## config.mk

```make
export PLATFORM = sky130hd
export DESIGN_NAME = bus_address_decoder_unit
export DESIGN_NICKNAME = d
export VERILOG_FILES = /design/src/rtl/busdec_pkg.sv /design/src/rtl/busdec_decode.sv /design/src/rtl/bus_address_decoder_unit.sv
export SDC_FILE = /design/constraint.sdc
export NUM_CORES = 1
export LEC_CHECK = 0
export BUFFER_PORTS_ARGS = -buffer_cell sky130_fd_sc_hd__buf_2
export CORE_ASPECT_RATIO = 1.5
export CORE_MARGIN = 10
export CORE_UTILIZATION = 39
export CTS_CLUSTER_SIZE = 25
export DETAILED_ROUTE_END_ITERATION = 6
export GPL_TIMING_DRIVEN = 0
export SYNTH_ARGS = -nofsm -noshare
export SYNTH_HDL_FRONTEND = slang
export SYNTH_SLANG_ARGS = --single-unit
```

## constraint.sdc

```tcl
create_clock -name clk -period 6.56 [get_ports clk]
set_clock_uncertainty 0.15 [all_clocks]
set_input_delay 0.656 -clock clk [delete_from_list [all_inputs] [get_ports clk]]
set_output_delay 0.656 -clock clk [all_outputs]
set_load 0.005 [all_outputs]
```

## src/rtl/busdec_pkg.sv

```systemverilog
// shared types, register indexes and the system area lookup of the bus address decoder
package busdec_pkg;

  typedef enum logic [3:0] {
    UNIT_WRAM     = 4'd0,
    UNIT_PORT     = 4'd1,
    UNIT_VIDEO    = 4'd2,
    UNIT_AUDIO    = 4'd3,
    UNIT_DMA      = 4'd4,
    UNIT_MATH     = 4'd5,
    UNIT_IRQ      = 4'd6,
    UNIT_ROM      = 4'd7,
    UNIT_SRAM     = 4'd8,
    UNIT_INTERNAL = 4'd9,
    UNIT_JOY      = 4'd10
  } unit_t;

  typedef enum logic [2:0] {
    ST_FORWARDED   = 3'd0,
    ST_INTERNAL    = 3'd1,
    ST_SRAM_ABSENT = 3'd2,
    ST_UNMAPPED    = 3'd3,
    ST_WRONG_DIR   = 3'd4
  } status_t;

  typedef enum logic [1:0] {
    TIM_RAM     = 2'd0,
    TIM_IO_FAST = 2'd1,
    TIM_IO_SLOW = 2'd2,
    TIM_ROM     = 2'd3
  } timing_t;

  // allowed directions: bit 0 read, bit 1 write
  localparam logic [1:0] ACC_R  = 2'b01;
  localparam logic [1:0] ACC_W  = 2'b10;
  localparam logic [1:0] ACC_RW = 2'b11;

  localparam int CfgIdxW = 3;
  localparam int CfgDataW = 4;

  localparam logic [CfgIdxW-1:0] CFG_MAP_MODE     = 3'd0;
  localparam logic [CfgIdxW-1:0] CFG_FAST_ROM     = 3'd1;
  localparam logic [CfgIdxW-1:0] CFG_SRAM_PRESENT = 3'd2;
  localparam logic [CfgIdxW-1:0] CFG_RAM_CYC      = 3'd3;
  localparam logic [CfgIdxW-1:0] CFG_IO_FAST_CYC  = 3'd4;
  localparam logic [CfgIdxW-1:0] CFG_IO_SLOW_CYC  = 3'd5;
  localparam logic [CfgIdxW-1:0] CFG_ROM_FAST_CYC = 3'd6;
  localparam logic [CfgIdxW-1:0] CFG_ROM_SLOW_CYC = 3'd7;

  typedef struct packed {
    logic       map_mode;
    logic       fast_rom;
    logic       sram_present;
    logic [3:0] ram_cycles;
    logic [3:0] io_fast_cycles;
    logic [3:0] io_slow_cycles;
    logic [3:0] rom_fast_cycles;
    logic [3:0] rom_slow_cycles;
  } cfg_t;

  typedef struct packed {
    logic       hit;
    unit_t      unit;
    logic [1:0] acc;
    timing_t    timing;
  } sys_hit_t;

  typedef struct packed {
    logic [3:0]  target_unit;
    logic [23:0] local_address;
    logic [7:0]  bus_data;
    logic [3:0]  access_cycles;
    logic [2:0]  status;
  } res_t;

  // system area of banks 0x00-0x3f below 0x8000, by offset alone
  function automatic sys_hit_t sys_lookup(input logic [15:0] off);
    sys_hit_t r;
    r = '{hit: 1'b1, unit: UNIT_WRAM, acc: ACC_RW, timing: TIM_RAM};
    case (off) inside
      [16'h0000:16'h1FFF]: r = '{1'b1, UNIT_WRAM, ACC_RW, TIM_RAM};
      16'h2180:            r = '{1'b1, UNIT_PORT, ACC_RW, TIM_RAM};
      [16'h2181:16'h2183]: r = '{1'b1, UNIT_PORT, ACC_W, TIM_RAM};
      [16'h2100:16'h2133]: r = '{1'b1, UNIT_VIDEO, ACC_W, TIM_IO_FAST};
      [16'h2134:16'h213F]: r = '{1'b1, UNIT_VIDEO, ACC_R, TIM_IO_FAST};
      [16'h2140:16'h217F]: r = '{1'b1, UNIT_AUDIO, ACC_RW, TIM_IO_FAST};
      [16'h4300:16'h437F]: r = '{1'b1, UNIT_DMA, ACC_RW, TIM_IO_FAST};
      [16'h420B:16'h420C]: r = '{1'b1, UNIT_DMA, ACC_RW, TIM_IO_FAST};
      [16'h4202:16'h4206]: r = '{1'b1, UNIT_MATH, ACC_W, TIM_IO_FAST};
      [16'h4214:16'h4217]: r = '{1'b1, UNIT_MATH, ACC_R, TIM_IO_FAST};
      16'h4200:            r = '{1'b1, UNIT_IRQ, ACC_RW, TIM_IO_FAST};
      [16'h4207:16'h420A]: r = '{1'b1, UNIT_IRQ, ACC_RW, TIM_IO_FAST};
      [16'h4210:16'h4212]: r = '{1'b1, UNIT_IRQ, ACC_RW, TIM_IO_FAST};
      16'h420D:            r = '{1'b1, UNIT_INTERNAL, ACC_RW, TIM_IO_FAST};
      [16'h4016:16'h4017]: r = '{1'b1, UNIT_JOY, ACC_RW, TIM_IO_SLOW};
      16'h4201:            r = '{1'b1, UNIT_JOY, ACC_RW, TIM_IO_FAST};
      16'h4213:            r = '{1'b1, UNIT_JOY, ACC_RW, TIM_IO_FAST};
      [16'h4218:16'h421F]: r = '{1'b1, UNIT_JOY, ACC_RW, TIM_IO_FAST};
      default:             r = '{1'b0, UNIT_WRAM, ACC_RW, TIM_RAM};
    endcase
    return r;
  endfunction

endpackage

```

## src/rtl/busdec_decode.sv

```systemverilog
// combinational decode of one bus access: unit, direction check, local address, cycles
module busdec_decode (
  input  busdec_pkg::cfg_t cfg,
  input  logic             cmd,
  input  logic [23:0]      address,
  input  logic [7:0]       write_data,
  output busdec_pkg::res_t res
);

  logic [7:0]           bank;
  logic [15:0]          off;
  logic [7:0]           tb;
  busdec_pkg::sys_hit_t sys;
  logic                 mapped;
  busdec_pkg::unit_t    unit;
  logic [1:0]           acc;
  busdec_pkg::timing_t  tim;
  logic                 dir_ok;
  logic [7:0]           rom_bank;
  logic [23:0]          local_addr;
  logic [3:0]           cyc;

  assign bank = address[23:16];
  assign off  = address[15:0];
  // banks 0x80-0xfd mirror 0x00-0x7d
  assign tb   = (bank >= 8'h80 && bank <= 8'hFD) ? {1'b0, bank[6:0]} : bank;
  assign sys  = busdec_pkg::sys_lookup(off);

  always_comb begin
    mapped = 1'b1;
    unit   = busdec_pkg::UNIT_ROM;
    acc    = busdec_pkg::ACC_R;
    tim    = busdec_pkg::TIM_ROM;
    if (tb <= 8'h3F && !off[15]) begin
      if (sys.hit) begin
        unit = sys.unit;
        acc  = sys.acc;
        tim  = sys.timing;
      end else if (cfg.map_mode && tb >= 8'h20 && off >= 16'h6000) begin
        unit = busdec_pkg::UNIT_SRAM;
        acc  = busdec_pkg::ACC_RW;
        tim  = busdec_pkg::TIM_RAM;
      end else begin
        mapped = 1'b0;
      end
    end else if (tb == 8'h7E || tb == 8'h7F) begin
      unit = busdec_pkg::UNIT_WRAM;
      acc  = busdec_pkg::ACC_RW;
      tim  = busdec_pkg::TIM_RAM;
    end else if (!cfg.map_mode && tb >= 8'h70 && !off[15]) begin
      unit = busdec_pkg::UNIT_SRAM;
      acc  = busdec_pkg::ACC_RW;
      tim  = busdec_pkg::TIM_RAM;
    end
  end

  assign dir_ok = cmd ? acc[1] : acc[0];

  // low-rom banks 0xfe/0xff continue after bank 0x7d
  assign rom_bank = (tb >= 8'hFE) ? (tb - 8'h80) : tb;

  always_comb begin
    case (unit)
      busdec_pkg::UNIT_WRAM: local_addr = {7'b0, (tb == 8'h7F), off};
      busdec_pkg::UNIT_ROM: begin
        if (!cfg.map_mode) begin
          local_addr = {1'b0, rom_bank, off[14:0]};
        end else if (tb <= 8'h3F) begin
          local_addr = {tb, off};
        end else if (tb <= 8'h7D) begin
          local_addr = {tb - 8'h40, off};
        end else begin
          local_addr = {tb - 8'hC0, off};
        end
      end
      busdec_pkg::UNIT_SRAM: begin
        if (!cfg.map_mode) begin
          local_addr = {5'b0, tb[3:0], off[14:0]};
        end else begin
          local_addr = {6'b0, tb[4:0], off[12:0]};
        end
      end
      busdec_pkg::UNIT_MATH,
      busdec_pkg::UNIT_INTERNAL: local_addr = {tb, off};
      default: local_addr = {8'b0, off};
    endcase
  end

  always_comb begin
    case (tim)
      busdec_pkg::TIM_RAM:     cyc = cfg.ram_cycles;
      busdec_pkg::TIM_IO_FAST: cyc = cfg.io_fast_cycles;
      busdec_pkg::TIM_IO_SLOW: cyc = cfg.io_slow_cycles;
      default:                 cyc = cfg.fast_rom ? cfg.rom_fast_cycles : cfg.rom_slow_cycles;
    endcase
  end

  always_comb begin
    res.target_unit   = unit;
    res.local_address = 24'b0;
    res.bus_data      = 8'b0;
    res.access_cycles = 4'b0;
    res.status        = busdec_pkg::ST_FORWARDED;
    if (!mapped) begin
      res.target_unit = busdec_pkg::UNIT_WRAM;
      res.status      = busdec_pkg::ST_UNMAPPED;
    end else if (!dir_ok) begin
      res.status = busdec_pkg::ST_WRONG_DIR;
    end else begin
      res.local_address = local_addr;
      res.access_cycles = cyc;
      if (unit == busdec_pkg::UNIT_INTERNAL) begin
        res.status   = busdec_pkg::ST_INTERNAL;
        // speed register reads back the fast rom bit, writes are ignored
        res.bus_data = cmd ? 8'b0 : {7'b0, cfg.fast_rom};
      end else if (unit == busdec_pkg::UNIT_SRAM && !cfg.sram_present) begin
        res.status = busdec_pkg::ST_SRAM_ABSENT;
      end else begin
        res.bus_data = cmd ? write_data : 8'b0;
      end
    end
  end

endmodule

```

## src/rtl/bus_address_decoder_unit.sv

```systemverilog
// top level of the bus address decoder: configuration, input and result registers
// result path: a transfer taken by the input registers is decoded and shown with out_valid
//   high from the result registers
// throughput: one access per cycle, busy is never raised; set by the single decode stage
// reset (rst_n low, synchronous): configuration to its defaults, both stages emptied
module bus_address_decoder_unit (
  input  logic                              clk,
  input  logic                              rst_n,
  input  logic                              start,
  output logic                              busy,
  input  logic                              in_cmd,
  input  logic [23:0]                       in_address,
  input  logic [7:0]                        in_write_data,
  output logic                              out_valid,
  output logic [3:0]                        out_target_unit,
  output logic [23:0]                       out_local_address,
  output logic [7:0]                        out_bus_data,
  output logic [3:0]                        out_access_cycles,
  output logic [2:0]                        out_status,
  input  logic                              cfg_we,
  input  logic [busdec_pkg::CfgIdxW-1:0]    cfg_index,
  input  logic [busdec_pkg::CfgDataW-1:0]   cfg_data
);

  busdec_pkg::cfg_t cfg_r;
  logic             in_vld_r;
  logic             cmd_r;
  logic [23:0]      addr_r;
  logic [7:0]       wdata_r;
  logic             out_vld_r;
  busdec_pkg::res_t res_nxt;
  busdec_pkg::res_t res_r;

  assign busy = 1'b0;

  always_ff @(posedge clk) begin
    if (!rst_n) begin
      cfg_r.map_mode        <= 1'b0;
      cfg_r.fast_rom        <= 1'b0;
      cfg_r.sram_present    <= 1'b0;
      cfg_r.ram_cycles      <= 4'd8;
      cfg_r.io_fast_cycles  <= 4'd6;
      cfg_r.io_slow_cycles  <= 4'd12;
      cfg_r.rom_fast_cycles <= 4'd6;
      cfg_r.rom_slow_cycles <= 4'd8;
    end else if (cfg_we) begin
      case (cfg_index)
        busdec_pkg::CFG_MAP_MODE:     cfg_r.map_mode        <= cfg_data[0];
        busdec_pkg::CFG_FAST_ROM:     cfg_r.fast_rom        <= cfg_data[0];
        busdec_pkg::CFG_SRAM_PRESENT: cfg_r.sram_present    <= cfg_data[0];
        busdec_pkg::CFG_RAM_CYC:      cfg_r.ram_cycles      <= cfg_data;
        busdec_pkg::CFG_IO_FAST_CYC:  cfg_r.io_fast_cycles  <= cfg_data;
        busdec_pkg::CFG_IO_SLOW_CYC:  cfg_r.io_slow_cycles  <= cfg_data;
        busdec_pkg::CFG_ROM_FAST_CYC: cfg_r.rom_fast_cycles <= cfg_data;
        busdec_pkg::CFG_ROM_SLOW_CYC: cfg_r.rom_slow_cycles <= cfg_data;
        default: ;
      endcase
    end
  end

  // input stage, a transfer is taken every cycle start is high
  always_ff @(posedge clk) begin
    if (!rst_n) begin
      in_vld_r <= 1'b0;
    end else begin
      in_vld_r <= start & ~busy;
    end
  end

  always_ff @(posedge clk) begin
    if (start && !busy) begin
      cmd_r   <= in_cmd;
      addr_r  <= in_address;
      wdata_r <= in_write_data;
    end
  end

  busdec_decode u_decode (
    .cfg        (cfg_r),
    .cmd        (cmd_r),
    .address    (addr_r),
    .write_data (wdata_r),
    .res        (res_nxt)
  );

  // result stage, shown for exactly one cycle
  always_ff @(posedge clk) begin
    if (!rst_n) begin
      out_vld_r <= 1'b0;
    end else begin
      out_vld_r <= in_vld_r;
    end
  end

  always_ff @(posedge clk) begin
    if (in_vld_r) begin
      res_r <= res_nxt;
    end
  end

  assign out_valid         = out_vld_r;
  assign out_target_unit   = res_r.target_unit;
  assign out_local_address = res_r.local_address;
  assign out_bus_data      = res_r.bus_data;
  assign out_access_cycles = res_r.access_cycles;
  assign out_status        = res_r.status;

endmodule

```

==> flow_summary.ini <==
[yosys]
synth_most_common_cell = edfxtp_1
yosysTopAreaCellShare = 0.485
synth-seq-cells = 101
async_flop_share = 0
yosysWarnings = 0
synth_area_leaders = edfxtp_1 49%, dfxtp_1 11%, mux2i_1 5.1%, nand2_1 2.2%, nor2b_1 2.0%
avgSynthCellArea_um2 = 12.2
yosysSeqAreaShare = 0.591
synth.distinct_cells = 75
yosysTopAreaCell = edfxtp_1
synthesis.area_um2 = 4700
synth_ff_type = edfxtp_1
synth-edff-count = 76
synth_commonest_cells = 76 x edfxtp_1, 27 x nand2_1, 25 x dfxtp_1, 24 x mux2i_1, 16 x nor2_1
synth_cells = 385

[pwr]
power.switching_mw = 0.352
seqPwrFrac = 0.517
p_clk_frac = 0.370
p_leak_nw = 2.08
power_density_nw_per_um2 = 260
switching_share = 0.240
internal-power_mw = 1.12
p_comb_frac = 0.113
ir_drop_uv = 161

[detailed_routing]
drc_errors = 0
dr.pass1.iters = 4
antenna_left = 0
dr.first_iter.drc_count = 156
wl_um = 11600
wl_per_cell_um = 18.1
drt-vias-per-instance = 5.32
dr_total_vias = 3407

[clocking]
cts_setup_buffers = 0
clkTransAtPathRegs_ns = 0.07
clock-sinks = 101
cts_tree = done
insertion_delay_ns = 0.35
cts_max_path_buffers = 2
cts_buffers = 9
hold_buffers = 0
cts_resized = 0
h-tree-depth = 3
ctsRootBufferMaster = clkbuf_16

[sta]
setup_viol = 0
tightest_slew_ns = 0.797
fin_crit_sh = 0.529
maxSlewHeadroom = 0.464
period_needed_ns = 3.47
drv_slew = 0
fin_tns_setup_ns = 0
hold_viol = 0
rsz0062_at_grt = false
max_freq_mhz = 288

[min_path]
hp-start = in_address[17]
hold_class = in -> reg
hold_depth = 1

[place]
placed_area_um2 = 5340
dp.final_hpwl_um = 8880
routabilityCongestion = 0.851
numPortBuffers = 83

[worst_setup_path]
reg2regPathDepth = 10
endpoint_kind = register
critPathLaunch = addr_r[10]
cp.required_ns = 6.63
start_kind = register
r2r-start = addr_r[10]
crit_type = reg -> reg
r2r_setup_slack_ns = 3.09
cp.arrival_ns = 3.54
cp_max_fo = 8

[outcome]
status = finished clean

[cells_and_area]
nNetsFinal = 526
design_area_um2 = 5650
fillerInstances = 1117
drive_above_1_share = 0.287
layout-area-overhead-vs-synth_pct = 20.1
multi_input_area_um2 = 1810
antenna_cells = 0
register_area_um2 = 2780

[floorplanning]
start_util = 0.396
core.rowCount = 49
die_y_um = 155
io_pins = 89
dieArea_um2 = 16900
die_w_um = 110
core_um2 = 11900

[global_route]
grt_util_all_layers = 0.140
grt-ovfl-total = 0
grt_start_max_net_pins = 40
antenna_found_initial = 0
grt_pass1_wl_um = 18500
grt_pass1_vias = 3529

[job]
drv_cap = 0
==> cell families (layout without fill, tap and decap cells) <==
| family | count (synthesis) | in the layout | synth area share |
|---|---|---|---|
| AOI/OAI and AO/OA | 74 | 74 | 0.123 |
| xor gates and xnor gates | 1 | 1 | 0.00186 |
| buffers and inverters | 26 | 126 | 0.0247 |
| adders and majority gates | 1 | 1 | 0.00213 |
| and+or+nand+nor | 153 | 153 | 0.195 |
| DFF | 101 | 101 | 0.591 |
| muxes | 28 | 28 | 0.0606 |
| other | 1 | 3 | 0.000797 |
==> layout make-up <==
cell class / instances / share of cell area
Sequential cell: 101 / 0.493
Multi-Input combinational cell: 260 / 0.321
Timing Repair Buffer: 84 / 0.0771
Clock buffer: 10 / 0.0423
Tap cell: 153 / 0.0339
Buffer: 22 / 0.0179
Clock inverter: 6 / 0.0124
Inverter: 4 / 0.00266
==> path summary, 6_finish.rpt <==
kind,endpoint
worst max register to register,out_bus_data[2]
worst min register to register,cfg_r[5]
worst max-delay path,out_bus_data[2]
worst min-delay path,addr_r[17]
==> registers in the layout, summed over array words and instances, names as in the netlist, 3 cells and up <==
signal and count:
out_access_cycles 4, out_local_address 24, wdata_r 8, cfg_r 23
out_bus_data 8, addr_r 24, out_target_unit 4, out_status 3
==> stage by stage <==
step / util / hold WS, ns / cells / power [mW] / worst slack (ns)
floorplan: - / 0.289 / 387 / 0.867 / 3.56
global placement: 0.447 / 0.303 / 623 / 0.936 / 3.16
detailed placement: 0.449 / 0.309 / 624 / 0.940 / 3.14
CTS: 0.475 / 0.316 / 640 / 1.48 / 3.13
global route: 0.475 / 0.314 / 640 / 1.53 / 2.91
finish: 0.475 / 0.325 / 640 / 1.47 / 3.09
==> cell usage in the layout (no fill, tap or decap), types with 3 or more instances in the layout <==
cell type / synthesis / routed
and3_1: 14 / 14
nand2_1: 27 / 27
or2_2: 4 / 4
a31oi_1: 6 / 6
dfxtp_1: 25 / 24
nor2b_1: 15 / 15
o21ai_0: 15 / 15
conb_1: 1 / 3
nand3_1: 14 / 14
nor3b_1: 4 / 4
o22ai_1: 3 / 3
or4_1: 3 / 3
a21oi_1: 10 / 10
nand4b_1: 5 / 5
nor3_1: 9 / 9
clkbuf_16: 0 / 9
mux2_2: 4 / 4
inv_1: 4 / 4
nor2_1: 16 / 16
clkbuf_1: 13 / 13
nand2b_1: 4 / 4
buf_2: 6 / 89
edfxtp_1: 76 / 76
o21a_1: 4 / 4
a22oi_1: 6 / 6
mux2i_1: 24 / 24
and2_1: 13 / 13
==> power groups by stage <==
stage	sequential [mW]	clock, mW	combinational (mW)
after floorplan	0.773	0	0.0938
after global placement	0.776	0	0.160
after detailed placement	0.773	0	0.167
after CTS	0.758	0.556	0.168
after global routing	0.763	0.581	0.185
final	0.758	0.543	0.167
==> metal layers <==
layer,vias to the layer above,wire length [um],GRT usage
li1,1665,-,-
met1,1616,4290,0.146
met2,98,6280,0.250
met3,28,643,0.0358
met4,0,366,0.0690
met5,-,0,0
==> worst max-delay path, cell delays in order (launching register included) <==
cell	delay, ns
edfxtp_1	0.46
or4_1	0.54
buf_2	0.17
or3_1	0.42
nor4_1	0.35
nor3_1	0.10
a22oi_2	0.27
and2_1	0.17
buf_2	0.25
o2111a_2	0.32
and2_1	0.15
Power figures use the tool's default switching activity.
